--- config.mk ---
export PLATFORM = sky130hd
export DESIGN_NAME = bounding_box_coordinate_quantizer
export DESIGN_NICKNAME = d
export VERILOG_FILES = /design/src/hdl/bbq_pkg.sv /design/src/hdl/bounding_box_coordinate_quantizer.sv /design/src/hdl/bbq_bounds.sv /design/src/hdl/bbq_axis.sv
export SDC_FILE = /design/constraint.sdc
export NUM_CORES = 2
export LEC_CHECK = 0
export ABC_AREA = 1
export BUFFER_PORTS_ARGS = -buffer_cell sky130_fd_sc_hd__buf_2
export CELL_PAD_IN_SITES_DETAIL_PLACEMENT = 2
export CELL_PAD_IN_SITES_GLOBAL_PLACEMENT = 2
export CORE_AREA = 2 2 504 506
export CTS_CLUSTER_SIZE = 8
export DETAILED_ROUTE_END_ITERATION = 7
export DIE_AREA = 0 0 506 508
export PLACE_DENSITY_LB_ADDON = 0.1
export SETUP_SLACK_MARGIN = 0.02
export SLEW_MARGIN = 20
export SYNTH_ARGS = -nofsm -noshare
export SYNTH_HDL_FRONTEND = slang
export SYNTH_SLANG_ARGS = --single-unit
--- constraint.sdc ---
create_clock -name i_clk -period 21.7 [get_ports i_clk]
set_input_delay 2.17 -clock i_clk [delete_from_list [all_inputs] [get_ports i_clk]]
set_output_delay 2.17 -clock i_clk [all_outputs]
set_load 0.05 [all_outputs]
--- src/hdl/bbq_pkg.sv ---
// ----------------------------------------------------------------------------
// Bounding box quantizer package
// Shared constants and the per-axis control bundle for the quantizer.
// ----------------------------------------------------------------------------
package bbq_pkg;

    // Width and reset value of the bit depth register.
    localparam int DEPTH_W = 5;
    localparam logic [DEPTH_W-1:0] DEPTH_RESET = 5'd8;

    // Number of coordinate axes handled in parallel.
    localparam int NUM_AXES = 3;

    // Step strobes that the sequencer sends to every axis datapath.
    typedef struct packed {
        logic load;     // capture the coordinate of an accepted quantize transaction
        logic prep;     // form the axis range and the offset from the low bound
        logic shift;    // form the step and the magnitude of the offset
        logic iter;     // one restoring remainder step
        logic fix;      // turn the magnitude remainder into a floor remainder
        logic adj;      // form the correction that is added to the coordinate
    } t_axis_ctl;

endpackage

--- src/hdl/bounding_box_coordinate_quantizer.sv ---
// ----------------------------------------------------------------------------
// Bounding box coordinate quantizer
// Gathers per-axis bounds of 3-D vertices and snaps vertices to a grid.
// ----------------------------------------------------------------------------
// The input channel (i_in_valid / o_in_ready) carries one vertex per
// transaction together with a mode bit. A gather transaction (mode 0) widens
// the per-axis bounds, or restarts them when i_first is set, in the cycle it
// is accepted; it produces no output transaction and the block is ready again
// on the next cycle. A quantize transaction (mode 1) produces exactly one
// output transaction (o_out_valid / i_out_ready) holding the three snapped
// coordinates and a zero-step flag.
// A quantize transaction passes through the prepare, shift, remainder, fix,
// adjust and done states; the remainder state runs the bit-serial restoring
// remainder unit, one step per dividend bit, and the three axes run in
// parallel. Only one vertex is in flight, so a new quantize transaction is
// accepted only after the sequencer has returned to idle.
// The result sits in an output register, so a new vertex can be accepted
// while the previous result waits. If the receiver stalls and a second result
// is finished, the block holds it internally and accepts nothing more.
// Reset clears the bounds to zero, sets bit_depth to 8 and empties the output.
// i_cfg_we writes bit_depth at once; write it only while the block is idle.
// ----------------------------------------------------------------------------
module bounding_box_coordinate_quantizer #(
    parameter int COORD_WIDTH   = 32,
    parameter int MAX_BIT_DEPTH = 16
) (
    input  logic                               i_clk,
    input  logic                               i_rst_n,
    input  logic                               i_cfg_we,
    input  logic [bbq_pkg::DEPTH_W-1:0]        i_cfg_data,
    input  logic                               i_in_valid,
    output logic                               o_in_ready,
    input  logic                               i_mode,
    input  logic                               i_first,
    input  logic signed [COORD_WIDTH-1:0]      i_x_in,
    input  logic signed [COORD_WIDTH-1:0]      i_y_in,
    input  logic signed [COORD_WIDTH-1:0]      i_z_in,
    output logic                               o_out_valid,
    input  logic                               i_out_ready,
    output logic signed [COORD_WIDTH-1:0]      o_x_out,
    output logic signed [COORD_WIDTH-1:0]      o_y_out,
    output logic signed [COORD_WIDTH-1:0]      o_z_out,
    output logic                               o_zero_step
);

    localparam int W     = COORD_WIDTH;
    localparam int CNT_W = $clog2(W + 2);

    // Sequencer states, one-hot.
    typedef enum logic [6:0] {
        S_IDLE  = 7'b0000001,
        S_PREP  = 7'b0000010,
        S_SHIFT = 7'b0000100,
        S_DIV   = 7'b0001000,
        S_FIX   = 7'b0010000,
        S_ADJ   = 7'b0100000,
        S_DONE  = 7'b1000000
    } t_state;

    t_state                       r_state;
    t_state                       n_state;
    logic [CNT_W-1:0]             r_cnt;
    logic [CNT_W-1:0]             n_cnt;
    logic [bbq_pkg::DEPTH_W-1:0]  r_bit_depth;
    logic                         r_out_valid;
    logic signed [W-1:0]          r_x_out;
    logic signed [W-1:0]          r_y_out;
    logic signed [W-1:0]          r_z_out;
    logic                         r_zero_step;

    logic                         w_in_accept;
    logic                         w_gather;
    logic                         w_out_free;
    logic                         w_load_out;
    logic [bbq_pkg::DEPTH_W-1:0]  w_depth;
    bbq_pkg::t_axis_ctl           w_ctl;

    logic signed [W-1:0] w_coord  [bbq_pkg::NUM_AXES];
    logic signed [W-1:0] w_low    [bbq_pkg::NUM_AXES];
    logic signed [W-1:0] w_high   [bbq_pkg::NUM_AXES];
    logic signed [W-1:0] w_result [bbq_pkg::NUM_AXES];
    logic [bbq_pkg::NUM_AXES-1:0] w_zero;

    assign w_coord[0] = i_x_in;
    assign w_coord[1] = i_y_in;
    assign w_coord[2] = i_z_in;

    // The block takes a new vertex only when no quantize is in flight.
    assign o_in_ready  = (r_state == S_IDLE);
    assign w_in_accept = i_in_valid && o_in_ready;
    assign w_gather    = w_in_accept && !i_mode;
    assign w_out_free  = !r_out_valid || i_out_ready;
    assign w_load_out  = (r_state == S_DONE) && w_out_free;

    // A bit depth of zero acts as one; values above the maximum are clipped.
    always_comb begin
        if (r_bit_depth == '0) begin
            w_depth = bbq_pkg::DEPTH_W'(1);
        end else if (r_bit_depth > bbq_pkg::DEPTH_W'(MAX_BIT_DEPTH)) begin
            w_depth = bbq_pkg::DEPTH_W'(MAX_BIT_DEPTH);
        end else begin
            w_depth = r_bit_depth;
        end
    end

    // Strobes for the axis datapaths follow directly from the state; load comes from an accepted quantize.
    always_comb begin
        w_ctl.load  = w_in_accept && i_mode;
        w_ctl.prep  = (r_state == S_PREP);
        w_ctl.shift = (r_state == S_SHIFT);
        w_ctl.iter  = (r_state == S_DIV);
        w_ctl.fix   = (r_state == S_FIX);
        w_ctl.adj   = (r_state == S_ADJ);
    end

    always_comb begin
        n_state = r_state;
        n_cnt   = r_cnt;
        case (r_state)
            S_IDLE: begin
                if (w_in_accept && i_mode) begin
                    n_state = S_PREP;
                end
            end
            S_PREP: begin
                n_state = S_SHIFT;
            end
            S_SHIFT: begin
                n_state = S_DIV;
                n_cnt   = '0;
            end
            S_DIV: begin
                // One remainder step per dividend bit, COORD_WIDTH + 1 in all.
                if (r_cnt == CNT_W'(W)) begin
                    n_state = S_FIX;
                end else begin
                    n_cnt = r_cnt + 1'b1;
                end
            end
            S_FIX: begin
                n_state = S_ADJ;
            end
            S_ADJ: begin
                n_state = S_DONE;
            end
            S_DONE: begin
                if (w_out_free) begin
                    n_state = S_IDLE;
                end
            end
            default: begin
                n_state = S_IDLE;
            end
        endcase
    end

    always_ff @(posedge i_clk) begin
        if (!i_rst_n) begin
            r_state     <= S_IDLE;
            r_cnt       <= '0;
            r_bit_depth <= bbq_pkg::DEPTH_RESET;
            r_out_valid <= 1'b0;
        end else begin
            r_state <= n_state;
            r_cnt   <= n_cnt;
            if (i_cfg_we) begin
                r_bit_depth <= i_cfg_data;
            end
            if (w_load_out) begin
                r_out_valid <= 1'b1;
            end else if (i_out_ready) begin
                r_out_valid <= 1'b0;
            end
        end
    end

    // Output payload register.
    always_ff @(posedge i_clk) begin
        if (w_load_out) begin
            r_x_out     <= w_result[0];
            r_y_out     <= w_result[1];
            r_z_out     <= w_result[2];
            r_zero_step <= |w_zero;
        end
    end

    for (genvar g = 0; g < bbq_pkg::NUM_AXES; g++) begin : g_axis
        bbq_bounds #(
            .COORD_WIDTH (W)
        ) u_bounds (
            .i_clk   (i_clk),
            .i_rst_n (i_rst_n),
            .i_gather(w_gather),
            .i_first (i_first),
            .i_coord (w_coord[g]),
            .o_low   (w_low[g]),
            .o_high  (w_high[g])
        );

        bbq_axis #(
            .COORD_WIDTH (W)
        ) u_axis (
            .i_clk   (i_clk),
            .i_ctl   (w_ctl),
            .i_depth (w_depth),
            .i_coord (w_coord[g]),
            .i_low   (w_low[g]),
            .i_high  (w_high[g]),
            .o_result(w_result[g]),
            .o_zero  (w_zero[g])
        );
    end

    assign o_out_valid = r_out_valid;
    assign o_x_out     = r_x_out;
    assign o_y_out     = r_y_out;
    assign o_z_out     = r_z_out;
    assign o_zero_step = r_zero_step;

    // A quantize transaction always starts the sequencer.
    a_quant_starts: assert property (@(posedge i_clk) disable iff (!i_rst_n)
        (i_in_valid && o_in_ready && i_mode) |=> (r_state == S_PREP))
        else $error("quantize transaction did not start the sequencer");

    // A gather transaction leaves the block ready for the next vertex.
    a_gather_ready: assert property (@(posedge i_clk) disable iff (!i_rst_n)
        (i_in_valid && o_in_ready && !i_mode) |=> o_in_ready)
        else $error("gather transaction left the block busy");

    // The remainder counter never passes the last dividend bit.
    a_cnt_bound: assert property (@(posedge i_clk) disable iff (!i_rst_n)
        (r_state == S_DIV) |-> (r_cnt <= CNT_W'(W)))
        else $error("remainder counter overran");

    // A finished result is presented on the next cycle.
    a_result_shown: assert property (@(posedge i_clk) disable iff (!i_rst_n)
        ((r_state == S_DONE) && w_out_free) |=> (o_out_valid && o_in_ready))
        else $error("finished result was not presented");

endmodule

--- src/hdl/bbq_bounds.sv ---
// ----------------------------------------------------------------------------
// Bounding box quantizer bounds register
// Holds the low and high bound of one axis and widens them on gather.
// ----------------------------------------------------------------------------
module bbq_bounds #(
    parameter int COORD_WIDTH = 32
) (
    input  logic                          i_clk,
    input  logic                          i_rst_n,
    input  logic                          i_gather,
    input  logic                          i_first,
    input  logic signed [COORD_WIDTH-1:0] i_coord,
    output logic signed [COORD_WIDTH-1:0] o_low,
    output logic signed [COORD_WIDTH-1:0] o_high
);

    logic signed [COORD_WIDTH-1:0] r_low;
    logic signed [COORD_WIDTH-1:0] r_high;
    logic signed [COORD_WIDTH-1:0] n_low;
    logic signed [COORD_WIDTH-1:0] n_high;

    // A first vertex restarts the box; otherwise the box only grows.
    always_comb begin
        n_low  = r_low;
        n_high = r_high;
        if (i_gather) begin
            if (i_first) begin
                n_low  = i_coord;
                n_high = i_coord;
            end else begin
                if (i_coord > r_high) begin
                    n_high = i_coord;
                end
                if (i_coord < r_low) begin
                    n_low = i_coord;
                end
            end
        end
    end

    always_ff @(posedge i_clk) begin
        if (!i_rst_n) begin
            r_low  <= '0;
            r_high <= '0;
        end else begin
            r_low  <= n_low;
            r_high <= n_high;
        end
    end

    assign o_low  = r_low;
    assign o_high = r_high;

endmodule

--- src/hdl/bbq_axis.sv ---
// ----------------------------------------------------------------------------
// Bounding box quantizer axis datapath
// Snaps one coordinate to its axis grid with a bit-serial remainder unit.
// ----------------------------------------------------------------------------
module bbq_axis #(
    parameter int COORD_WIDTH = 32
) (
    input  logic                            i_clk,
    input  bbq_pkg::t_axis_ctl              i_ctl,
    input  logic [bbq_pkg::DEPTH_W-1:0]     i_depth,
    input  logic signed [COORD_WIDTH-1:0]   i_coord,
    input  logic signed [COORD_WIDTH-1:0]   i_low,
    input  logic signed [COORD_WIDTH-1:0]   i_high,
    output logic signed [COORD_WIDTH-1:0]   o_result,
    output logic                            o_zero
);

    localparam int W = COORD_WIDTH;

    logic signed [W-1:0] r_c;
    logic [W-1:0]        r_range;
    logic signed [W:0]   r_d;
    logic [W-1:0]        r_step;
    logic                r_neg;
    logic [W:0]          r_mag;
    logic [W-1:0]        r_rem;
    logic                r_zero;
    logic signed [W:0]   r_delta;

    logic [W:0]          w_diff;
    logic [W:0]          w_d;
    logic [W:0]          w_trial;
    logic [W:0]          w_sub;
    logic                w_ge;
    logic                w_up;
    logic signed [W+1:0] w_sum;

    always_comb begin
        w_diff  = {i_high[W-1], i_high} - {i_low[W-1], i_low};
        w_d     = {r_c[W-1], r_c} - {i_low[W-1], i_low};
        // The dividend magnitude enters the partial remainder one bit a cycle.
        w_trial = {r_rem, r_mag[W]};
        w_ge    = w_trial >= {1'b0, r_step};
        w_sub   = w_trial - {1'b0, r_step};
        // Round up when twice the remainder exceeds the step.
        w_up    = {r_rem, 1'b0} > {1'b0, r_step};
        w_sum   = {r_c[W-1], r_c[W-1], r_c} + {r_delta[W], r_delta};
    end

    always_ff @(posedge i_clk) begin
        if (i_ctl.load) begin
            r_c <= i_coord;
        end
        if (i_ctl.prep) begin
            r_range <= w_diff[W] ? '0 : w_diff[W-1:0];
            r_d     <= $signed(w_d);
        end
        if (i_ctl.shift) begin
            r_step <= r_range >> i_depth;
            r_neg  <= r_d[W];
            r_mag  <= r_d[W] ? $unsigned(-r_d) : $unsigned(r_d);
            r_rem  <= '0;
        end
        if (i_ctl.iter) begin
            r_rem <= w_ge ? w_sub[W-1:0] : w_trial[W-1:0];
            r_mag <= {r_mag[W-1:0], 1'b0};
        end
        if (i_ctl.fix) begin
            // A negative offset with a nonzero remainder wraps to the floor remainder.
            if (r_neg && (r_rem != '0)) begin
                r_rem <= r_step - r_rem;
            end
            r_zero <= (r_step == '0);
        end
        if (i_ctl.adj) begin
            r_delta <= w_up ? ($signed({1'b0, r_step}) - $signed({1'b0, r_rem}))
                            : (-$signed({1'b0, r_rem}));
        end
    end

    // A zero step passes the coordinate through; otherwise saturate the snapped value to the coordinate range.
    always_comb begin
        if (r_zero) begin
            o_result = r_c;
        end else if ((w_sum[W+1:W-1] == '0) || (w_sum[W+1:W-1] == '1)) begin
            o_result = w_sum[W-1:0];
        end else if (w_sum[W+1]) begin
            o_result = {1'b1, {(W-1){1'b0}}};
        end else begin
            o_result = {1'b0, {(W-1){1'b1}}};
        end
    end

    assign o_zero = r_zero;

endmodule
==> results.sh <==
export IMPL_status="completed"
export IMPL_finalSetupViolCount=0
export IMPL_netlist_area_mm2=0.0853
export IMPL_synthMostInstantiatedCell="nand2_1"
export IMPL_finalCritPeriodShare=0.277
export IMPL_synth_top_area_frac=0.241
export IMPL_ir_worst_vdd_mv=0.0732
export IMPL_ys_types=67
export IMPL_crit_family="compound AO/OA/AOI/OAI gates"
export IMPL_dr_pass1_iters=6
export IMPL_remaining_drc_errors=0
export IMPL_synthTopCellsByArea="edfxtp_1 (24%), nand2_1 (13%), ha_1 (11%), a21oi_1 (7.6%), dfxtp_1 (7.3%)"
export IMPL_ant_nets=0
export IMPL_synthCells=12200
export IMPL_grt_pass1_wl_mm=594
export IMPL_combPwrFrac=0.604
export IMPL_ys_ff_latch=995
export IMPL_max_cap_viol_count=0
export IMPL_final_hold_viol_count=0
export IMPL_htree_levels=4
export IMPL_worst_slew_pin_slew_ps=1160
export IMPL_synth_edf_count=685
export IMPL_leakage_nw=42.1
export IMPL_track_usage=0.301
export IMPL_async_reset_ff_frac=0
export IMPL_gp_congestion=0.955
export IMPL_clk_path_buf_depth=3
export IMPL_fin_worst_skew_ps=52.8
export IMPL_io_pins=207
export IMPL_fillers=30200
export IMPL_path_max_fanout=32
export IMPL_rsz0062_at_grt="false"
export IMPL_postCtsHoldBufs=0
export IMPL_p_seq_frac=0.218
export IMPL_clkTransAtPathRegs_ps=60
export IMPL_cp_arrival_ps=6550
export IMPL_p_int_w=0.00628
export IMPL_cp_buffers_inverters=2
export IMPL_postLayoutCoreUtil=0.373
export IMPL_routedWlPerCell_um=25.1
export IMPL_p_total_w=0.0130
export IMPL_dpl_hpwl_mm=323
export IMPL_grt_start_max_net_pins=100
export IMPL_fin_setup_tns_ps=0
export IMPL_path_cells="inv_1 > ha_1 > a21oi_1 > nor2_1 > o21ai_0 > nand2_1 > a21oi_1 > and2_1 > buf_4 > nand2_1 > nand2_2 > nor2_1 > ha_1 > a21oi_1 > o21a_1 > nand3_1 > a21boi_1 > o21ai_0 > a21oi_1 > xnor2_1"
export IMPL_power_switching_w=0.00672
export IMPL_rows=185
export IMPL_max_slew_margin=0.227
export IMPL_vias_per_cell=5.47
export IMPL_antenna_found_initial=7
export IMPL_fmaxAchievable_ghz=0.166
export IMPL_area_growth_pct=10.3
export IMPL_ys_flop_type="edfxtp_1"
export IMPL_drt_iter0_markers=4866
export IMPL_p_per_area_mw_per_mm2=138
export IMPL_critPathKind="register to register"
export IMPL_max_stage_delay_ps=560
export IMPL_numCtsBuffers=149
export IMPL_stdcell_count=15800
export IMPL_start_kind="register"
export IMPL_yosysSeqAreaShare=0.314
export IMPL_slew_violations=0
export IMPL_multi_input_area_mm2=0.0512
export IMPL_required_ps=22240
export IMPL_setup_slack_ps=15690
export IMPL_place_inst=15500
export IMPL_crit_top_cell="a21oi_1"
export IMPL_cts_sinks=995
export IMPL_nets=13200
export IMPL_ctsRootBufferMaster="clkbuf_16"
export IMPL_drive_gt1_frac=0.0461
export IMPL_routed_wl_mm=396
export IMPL_die_height_um=508
export IMPL_initial_core_util=0.338
export IMPL_cts_setup_buffers=0
export IMPL_core_area_mm2=0.252
export IMPL_pre_cts_ws_ps=15500
export IMPL_clkPwrFrac=0.178
export IMPL_synth_avg_cell_area_um2=6.99
export IMPL_yosysTopAreaCell="edfxtp_1"
export IMPL_cts_resized=0
export IMPL_end_kind="register"
export IMPL_port_buffers=206
export IMPL_hp_class="register to register"
export IMPL_cts_tree="built"
export IMPL_overflow=0
export IMPL_grt_pass1_vias=93900
export IMPL_swShare=0.517
export IMPL_vias=86200
export IMPL_yosys_warnings=0
export IMPL_die_width_um=506
export IMPL_insertion_delay_ps=820
export IMPL_netlist_top_cells_count="nand2_1 (2846), inv_1 (1521), nor2_1 (1492)"
export IMPL_period_needed_ps=6010
export IMPL_seqCellArea_mm2=0.0268
export IMPL_die_area_mm2=0.257
export IMPL_cpMaxStageDelayCell="a21boi_1"
[path summary, 6_finish.rpt]
kind / from / to / slack, ps / cells past startpoint
max: g_axis[0].u_axis.r_step[26] / g_axis[0].u_axis.r_delta[23] / 15690 / 20
min: g_axis[1].u_bounds.o_low[21] / g_axis[1].u_bounds.o_low[21] / 480 / 2
max reg2reg: g_axis[0].u_axis.r_step[26] / g_axis[0].u_axis.r_delta[23] / 15690 / 20
min reg2reg: g_axis[1].u_bounds.o_low[21] / g_axis[1].u_bounds.o_low[21] / 480 / 2
[registers in the layout (all words and copies together), names as in the netlist]
signal                  flops
g_axis.u_axis.r_d          99
g_axis.u_axis.r_delta      99
g_axis.u_axis.r_mag        99
g_axis.u_axis.r_c          96
g_axis.u_axis.r_range      96
g_axis.u_axis.r_rem        96
g_axis.u_axis.r_step       96
g_axis.u_bounds.o_high     96
g_axis.u_bounds.o_low      96
o_x_out                    32
o_y_out                    32
o_z_out                    32
r_state                     7
r_cnt                       6
r_bit_depth                 5
g_axis.u_axis.o_zero        3
g_axis.u_axis.r_neg         3
o_out_valid                 1
o_zero_step                 1
[cell usage in the layout (no fill, tap or decap), types with 79 or more instances in the layout]
cell,count
nand3_1,746
o21ai_0,589
nand4_1,182
clkbuf_16,152
dfxtp_1,310
xnor2_1,156
xor2_1,274
o211ai_1,85
nor4_1,79
inv_1,1519
a21oi_1,1293
ha_1,773
buf_2,205
nor2_1,1484
a21o_1,109
nor3_1,142
edfxtp_1,685
o21ai_1,85
nand2_1,2842
[stage by stage]
step           cell area (µm²)  hold slack, ps
6_report                 94100             477
5_1_grt                  94100             516
4_1_cts                  94000             486
3_5_place_dp             89500             472
3_3_place_gp             89500             460
2_1_floorplan            85300             424
[area by class of cell]
cell class                      count  share of cell area
Inverter                         1537              0.0614
Antenna cell                        2           0.0000532
Multi-Input combinational cell   9338               0.544
Sequential cell                   995               0.285
Clock buffer                      241              0.0452
Tap cell                         3366              0.0448
Timing Repair Buffer              278              0.0170
Clock inverter                     17             0.00287
[routing by layer]
metal,track usage,wire (µm)
met2,0.531,194000
met5,0,13
met1,0.382,175000
met4,0.107,15500
met3,0.0241,11600
[power by group through the flow]
stage / combinational (W) / clock, W / sequential (W)
floorplan: 0.00516 / 0 / 0.00280
global placement: 0.00753 / 0 / 0.00286
detailed placement: 0.00777 / 0 / 0.00287
CTS: 0.00786 / 0.00237 / 0.00284
global route: 0.00869 / 0.00243 / 0.00286
finish: 0.00785 / 0.00231 / 0.00284
[kinds of logic (layout without fill, tap and decap cells)]
kind of cell    Yosys count  after routing  share of synthesized area
buf+inv                1874           2073                     0.0879
mux                      12             12                    0.00141
xor+xnor                431            431                     0.0443
compound gates         2472           2472                      0.161
simple gates           5629           5629                      0.274
other cells               1              5                  0.0000440
fa+ha+maj               791            791                      0.118
flops                   995            995                      0.314
[tightest hold or removal path: stages, from the launching register on]
cell and delay, ps:
dfxtp_1 320, a21oi_1 40, nor2_1 80
(Power assumes the default switching activity.)
